<file path="src/hw/rtl/swpf_pkg.sv">
`timescale 1ns / 1ps
// ----------------------------------------------------------------------------
// swpf_pkg - shared types and constants for the sliding-window peak finder
// Item layouts, register defaults and the cell control bundle.
// ----------------------------------------------------------------------------
package swpf_pkg;

    localparam int SAMPLE_WIDTH        = 32;
    localparam int INDEX_WIDTH         = 16;
    localparam int WIN_HALF_WIDTH      = 6;
    localparam int MAX_HALF_WINDOW_DEF = 32;
    localparam int MAX_LENGTH_DEF      = 65536;

    localparam logic [WIN_HALF_WIDTH-1:0] WIN_HALF_RESET = WIN_HALF_WIDTH'(10);

    typedef logic signed [SAMPLE_WIDTH-1:0] sample_t;

    typedef struct packed {
        sample_t sample_value;
        logic    first_sample;
    } swpf_in_t;

    typedef struct packed {
        logic [INDEX_WIDTH-1:0] peak_index;
        sample_t                peak_value;
    } swpf_out_t;

    // Control common to every cell of the row
    typedef struct packed {
        logic shift;    // take neighbor's sample
        logic capture;  // register compare flag against the broadcast center
    } swpf_cell_ctl_t;

endpackage

</file>
<file path="src/hw/rtl/swpf_cell.sv">
`timescale 1ns / 1ps
// ----------------------------------------------------------------------------
// swpf_cell - one stage of the sample row
// Holds one sample, passes it on to the next cell, flags a larger value.
// ----------------------------------------------------------------------------
module swpf_cell (
    input  logic                    aclk,
    input  swpf_pkg::swpf_cell_ctl_t ctl,
    input  logic                    win_en,
    input  swpf_pkg::sample_t       din,
    input  swpf_pkg::sample_t       center,
    output swpf_pkg::sample_t       dout,
    output logic                    gt
);
    import swpf_pkg::*;

    sample_t data_reg;
    sample_t data_next;
    logic    gt_reg;
    logic    gt_next;

    always_comb begin
        data_next = ctl.shift ? din : data_reg;
        gt_next   = ctl.capture ? (win_en && (data_reg > center)) : gt_reg;
    end

    always_ff @(posedge aclk) begin
        data_reg <= data_next;
        gt_reg   <= gt_next;
    end

    assign dout = data_reg;
    assign gt   = gt_reg;

endmodule

</file>
<file path="src/hw/rtl/sliding_window_peak_finder_top.sv">
`timescale 1ns / 1ps
// ----------------------------------------------------------------------------
// sliding_window_peak_finder_top - streaming local maximum detector
// Reports the center of each 2W+1 sample window when nothing in it is larger.
// ----------------------------------------------------------------------------
// Takes one sample item per cycle while no backpressure stalls the pipe; a
// peak item for it, if any, is loaded into the output register behind m_data.
// The last 2*MAX_HALF_WINDOW+1 samples sit in a row of cells that shifts by
// one on every stored sample; after that every cell compares its sample with
// the window center in parallel and registers the flag, and then the flags
// are ORed to load the output register. The row sets the window depth, the
// single compare per cell sets the one-item-per-cycle rate. Backpressure on
// m_ready stalls the pipe only once a result waits in the output register and
// another peak is ready behind it. A set restarts at index 0 on first_sample;
// past MAX_LENGTH samples nothing is stored or reported until the next
// first_sample. window_half above MAX_HALF_WINDOW acts as MAX_HALF_WINDOW;
// write it only while no item is in flight.
// ----------------------------------------------------------------------------
module sliding_window_peak_finder_top #(
    parameter int MAX_HALF_WINDOW = swpf_pkg::MAX_HALF_WINDOW_DEF,
    parameter int MAX_LENGTH      = swpf_pkg::MAX_LENGTH_DEF
) (
    input  logic                                  aclk,
    input  logic                                  aresetn,
    // configuration: window_half
    input  logic                                  cfg_wen,
    input  logic [swpf_pkg::WIN_HALF_WIDTH-1:0]   cfg_wdata,
    // sample items
    input  logic                                  s_valid,
    output logic                                  s_ready,
    input  swpf_pkg::swpf_in_t                    s_data,
    // peak items
    output logic                                  m_valid,
    input  logic                                  m_ready,
    output swpf_pkg::swpf_out_t                   m_data
);
    import swpf_pkg::*;

    localparam int DEPTH = 2 * MAX_HALF_WINDOW + 1;       // cells in the row
    localparam int DW    = $clog2(DEPTH);                 // cell select width
    localparam int HW    = $clog2(MAX_HALF_WINDOW + 1);   // effective W width
    localparam int CW    = $clog2(MAX_LENGTH + 1);        // sample count width
    // arithmetic width for index math: wide enough for count, 2W and output
    localparam int AW0   = (CW > HW + 1) ? CW : HW + 1;
    localparam int AW    = (AW0 > INDEX_WIDTH) ? AW0 : INDEX_WIDTH;

    localparam logic [CW-1:0] CNT_LIMIT = CW'(MAX_LENGTH);

    // ---------------- configuration ----------------
    logic [WIN_HALF_WIDTH-1:0] win_half_reg;
    logic [WIN_HALF_WIDTH-1:0] win_half_next;
    logic [HW-1:0]             w_eff;

    always_comb begin
        win_half_next = cfg_wen ? cfg_wdata : win_half_reg;
        if (int'(win_half_reg) > MAX_HALF_WINDOW) begin
            w_eff = HW'(MAX_HALF_WINDOW);
        end else begin
            w_eff = HW'(win_half_reg);
        end
    end

    // ---------------- pipeline control ----------------
    logic [CW-1:0]          cnt_reg, cnt_next;
    logic                   v1_reg, v1_next;      // row shifted, compare pending
    logic                   elig1_reg, elig1_next;
    logic [INDEX_WIDTH-1:0] idx1_reg, idx1_next;
    logic [HW-1:0]          w1_reg, w1_next;
    logic                   v2_reg, v2_next;      // flags registered
    logic                   elig2_reg, elig2_next;
    logic [INDEX_WIDTH-1:0] idx2_reg, idx2_next;
    sample_t                val2_reg, val2_next;
    logic                   m_valid_reg, m_valid_next;
    swpf_out_t              m_data_reg, m_data_next;

    logic           accept;
    logic           store;
    logic           take2;
    logic           adv2;
    logic           peak2;
    logic [CW-1:0]  cnt_base;
    logic [AW-1:0]  n_ext;
    logic [AW-1:0]  w_ext;
    logic [AW-1:0]  center_ext;

    // ---------------- cell row ----------------
    swpf_cell_ctl_t cell_ctl;
    sample_t        cell_q   [DEPTH];
    logic [DEPTH-1:0] cell_gt;
    logic [DEPTH-1:0] win_en;
    logic [HW:0]    w_span;      // 2W, last cell in the window
    logic [DW-1:0]  center_sel;
    sample_t        center_val;

    assign w_span     = {w1_reg, 1'b0};
    assign center_sel = DW'(w1_reg);
    assign center_val = cell_q[center_sel];

    assign cell_ctl.shift   = store;
    assign cell_ctl.capture = take2;

    for (genvar k = 0; k < DEPTH; k++) begin : g_cell
        assign win_en[k] = (k <= int'(w_span));
        if (k == 0) begin : g_head
            swpf_cell u_cell (
                .aclk   (aclk),
                .ctl    (cell_ctl),
                .win_en (win_en[k]),
                .din    (s_data.sample_value),
                .center (center_val),
                .dout   (cell_q[k]),
                .gt     (cell_gt[k])
            );
        end else begin : g_body
            swpf_cell u_cell (
                .aclk   (aclk),
                .ctl    (cell_ctl),
                .win_en (win_en[k]),
                .din    (cell_q[k-1]),
                .center (center_val),
                .dout   (cell_q[k]),
                .gt     (cell_gt[k])
            );
        end
    end

    // ---------------- handshake and stage advance ----------------
    always_comb begin
        peak2   = elig2_reg && !(|cell_gt);
        adv2    = v2_reg && (!peak2 || !m_valid_reg || m_ready);
        take2   = v1_reg && (!v2_reg || adv2);
        s_ready = !v1_reg || take2;
        accept  = s_valid && s_ready;
    end

    // ---------------- sample count and window test ----------------
    always_comb begin
        cnt_base   = s_data.first_sample ? '0 : cnt_reg;
        store      = accept && (cnt_base < CNT_LIMIT);
        n_ext      = AW'(cnt_base);
        w_ext      = AW'(w_eff);
        center_ext = n_ext - w_ext;

        cnt_next   = cnt_reg;
        if (accept) begin
            cnt_next = (cnt_base < CNT_LIMIT) ? cnt_base + CW'(1) : CNT_LIMIT;
        end

        v1_next    = accept ? 1'b1 : (take2 ? 1'b0 : v1_reg);
        elig1_next = elig1_reg;
        idx1_next  = idx1_reg;
        w1_next    = w1_reg;
        if (accept) begin
            // centre needs W samples on both sides within the set
            elig1_next = (cnt_base < CNT_LIMIT) && (n_ext >= (w_ext << 1));
            idx1_next  = center_ext[INDEX_WIDTH-1:0];
            w1_next    = w_eff;
        end

        v2_next    = take2 ? 1'b1 : (adv2 ? 1'b0 : v2_reg);
        elig2_next = take2 ? elig1_reg  : elig2_reg;
        idx2_next  = take2 ? idx1_reg   : idx2_reg;
        val2_next  = take2 ? center_val : val2_reg;

        m_valid_next = m_valid_reg && !m_ready;
        m_data_next  = m_data_reg;
        if (adv2 && peak2) begin
            m_valid_next          = 1'b1;
            m_data_next.peak_index = idx2_reg;
            m_data_next.peak_value = val2_reg;
        end
    end

    // control state
    always_ff @(posedge aclk) begin
        if (!aresetn) begin
            win_half_reg <= WIN_HALF_RESET;
            cnt_reg      <= '0;
            v1_reg       <= 1'b0;
            v2_reg       <= 1'b0;
            m_valid_reg  <= 1'b0;
        end else begin
            win_half_reg <= win_half_next;
            cnt_reg      <= cnt_next;
            v1_reg       <= v1_next;
            v2_reg       <= v2_next;
            m_valid_reg  <= m_valid_next;
        end
    end

    // payload
    always_ff @(posedge aclk) begin
        elig1_reg  <= elig1_next;
        idx1_reg   <= idx1_next;
        w1_reg     <= w1_next;
        elig2_reg  <= elig2_next;
        idx2_reg   <= idx2_next;
        val2_reg   <= val2_next;
        m_data_reg <= m_data_next;
    end

    assign m_valid = m_valid_reg;
    assign m_data  = m_data_reg;

endmodule

</file>
<file path="config.mk">
export PLATFORM = sky130hd
export DESIGN_NAME = sliding_window_peak_finder_top
export DESIGN_NICKNAME = d
export VERILOG_FILES = /design/src/hw/rtl/swpf_pkg.sv /design/src/hw/rtl/swpf_cell.sv /design/src/hw/rtl/sliding_window_peak_finder_top.sv
export SDC_FILE = /design/constraint.sdc
export NUM_CORES = 2
export LEC_CHECK = 0
export CAP_MARGIN = 20
export CORE_MARGIN = 5
export CORE_UTILIZATION = 29
export DETAILED_ROUTE_END_ITERATION = 16
export DONT_BUFFER_PORTS = 1
export GPL_TIMING_DRIVEN = 0
export PLACE_DENSITY = 0.4
export SETUP_SLACK_MARGIN = 0.15
export SKIP_CTS_REPAIR_TIMING = 1
export SLEW_MARGIN = 20
export SYNTH_ARGS = -nofsm -noshare
export SYNTH_HDL_FRONTEND = slang
export SYNTH_HIERARCHICAL = 1
export SYNTH_SLANG_ARGS = --single-unit
</file>
<file path="constraint.sdc">
create_clock -name aclk -period 187.5 [get_ports aclk]
set_input_delay 9.375 -clock aclk [delete_from_list [all_inputs] [get_ports aclk]]
set_output_delay 9.375 -clock aclk [all_outputs]
set_load 0.005 [all_outputs]
</file>
==> results.yml <==
clock_tree:
  root_buffer: "clkbuf_16"
  clk_latency_ns: 0.99
  clk_pin_slew_ns: 0.06
  cts_buffer_depth: 4
  htreeDepth: 5
  cts_tree: "done"
  numClockSinks: 2291
  cts_inserted_buffers: 294
critical_path:
  worstSetupPathType: "in2out"
  crit_required_ns: 178.12
  regToRegStartpoint: "w1_reg[0]"
  crit_fanout: 3
  endpoint_kind: "output pin"
  path_delay_family: "simple AND/OR/NAND/NOR gates"
  cpPeakStageDelay_ns: 0.24
  path_cells: "nor2b_1 -> and3_1 -> nand3_1"
  crit_buf_inv: 0
  crit_start: "m_ready"
  cp.arrival_ns: 10.05
  startpoint_type: "input port"
  critPathSlowestCell: "nor2b_1"
drt:
  drt-initial-drc-count: 10500
  drtPass1Iterations: 10
  via_per_inst: 5.41
  routed_wl_um: 621000
  ant_nets: 0
  vias: 102000
  drc: 0
  wl_per_cell_um: 33.1
finish:
  nFillCells: 47400
  seqCellArea_um2: 68500
  layout.nets: 14200
  layout-drive-gt1-share_pct: 15.0
  multi_input_area_um2: 64800
  area_delta_synth_final_pct: 18.2
  largest_reg_flops: 2048
global_route:
  grt_usage_pct: 24.0
  grt_pass1_wl_um: 838000
  grt_pass1_vias: 98000
  grt_start_max_net_pins: 36
  grt_antenna_before_repair: 63
  grt_overflow: 0
floorplanning:
  placementRows: 257
  core-area_um2: 489000
  start_util_pct: 29.1
  die_x_um: 710
  die-area_um2: 504000
  die_height_um: 710
  io_pins: 94
place:
  portBuffers: 0
  gp_routability_congestion: 0.955
  dp_hpwl_um: 497000
sta:
  finalSetupViolations: 0
  finalHoldViolations: 0
  slew_headroom_pct: 6.61
  timing.fmax_ghz: 0.0515
  rsz0062_at_grt: "no"
  tightest_slew_ns: 1.39
  fin_skew_ns: 0.0626
  post-route-min-period_ns: 19.42
  finalSetupTns_ns: 0
  drv_slew: 0
  layout_worst_path_cycle_share_pct: 10.4
min_path:
  hold_class: "reg2reg"
  min_from: "val2_reg[15]"
logic_synthesis:
  synth_seq_cells: 2291
  synth_seq_area_share_pct: 48.2
  ys_warn_count: 6
  synth_edf_count: 2265
  syn_inst: 11400
  syn_nets: 13500
  synthTopCellsByArea: "edfxtp_1, ha_1, mux4_2"
  ys.flop_type: "edfxtp_1"
  synth_most_common_cell: "edfxtp_1"
  synth_cell_types: 82
  yosysTopAreaCell: "edfxtp_1"
  syn_area_um2: 142000
  synth_common_cells: "edfxtp_1, inv_1, ha_1"
  syn_avg_cell_area_um2: 12.5
  synthArstFlopShare_pct: 0
  synth_top_cell_area_share_pct: 47.8
power_and_ir_drop:
  ir_worst_vdd_uv: 6.54
  power_mw: 1.71
  p_leak_nw: 71.3
  power.density_nw_per_um2: 10.2
outcome:
  status: "complete, no violations"
job:
  cap_violations: 0
## layout make-up
class	instances	area share, %
clock buffers	359	4.63
well taps	6475	4.82
flip-flops and latches	2291	40.8
diodes	23	0.0342
plain buffers	212	0.700
multi-input cells	6611	38.5
clock inverters	165	0.869
inverters	2242	5.01
repair buffers	395	4.62
## stage by stage
stage                     hold WS, ns  utilization (%)  setup slack, ns  cell area [um2]  instances
after CTS                       0.416             34.3           168.06           168000      18700
after detailed placement        0.405             32.4           168.07           159000      18200
after floorplan                 0.400                -            72.74           142000      11400
final                           0.417             34.3           168.08           168000      18800
after global routing            0.420             34.3           168.00           168000      18800
after global placement          0.400             30.7            18.28           150000      17800
## cells in the final DEF, fill, tap and decap left out, types with 89 or more instances in the layout
cell,n
clkbuf_1,92
nand3_1,210
a21o_1,266
mux2i_1,228
nor2_1,177
clkbuf_16,302
mux4_2,501
nor2b_1,142
edfxtp_1,2265
ha_1,2093
nand2_1,505
o21ai_0,99
inv_1,2237
buf_16,181
nand4_1,460
nor4_1,156
buf_6,89
a21oi_1,701
## worst reg2reg max path: cells and delay by family (launching register included)
kind	cells	cell delay, ns
AO/OA/AOI/OAI	4	2.04
adder cells (fa/ha/maj)	1	0.31
buffers and inverters	12	4.23
flip-flops	1	0.32
multiplexers	1	0.64
AND/OR/NAND/NOR	4	1.91
## report_power, final
group	internal, mW	switching (mW)	leakage, nW
Sequential	0.599	0.0294	22.3
Combinational	0.192	0.315	44.5
Clock	0.325	0.247	4.53
## final timing paths
kind | cells past startpoint | slack [ns] | endpoint
max | 3 | 168.08 | s_ready
min | 0 | 0.42 | m_data[15]
max reg2reg | 22 | 177.68 | g_cell[1].g_body.u_cell/gt
min reg2reg | 0 | 0.42 | m_data[15]
## per-layer routing
metal  vias to the layer above  share of wire [%]  track usage (%)
met5                         -              0.014                0
met1                     52500                 43             32.3
met3                       910                7.3             5.06
li1                      44300                  -                -
met4                        14                5.4             11.2
met2                      3917                 44             36.8
## kinds of logic after synthesis
logic type | after synthesis | synth area share [%]
AOI/OAI and AO/OA | 1955 | 10.4
xor gates and xnor gates | 4 | 0.0246
adders and majority gates | 2094 | 18.4
other | 1 | 0.00264
DFF | 2291 | 48.2
muxes | 762 | 9.80
buffers and inverters | 2454 | 6.65
and+or+nand+nor | 1795 | 6.54
No activity file was read; power rests on OpenSTA's default activity.
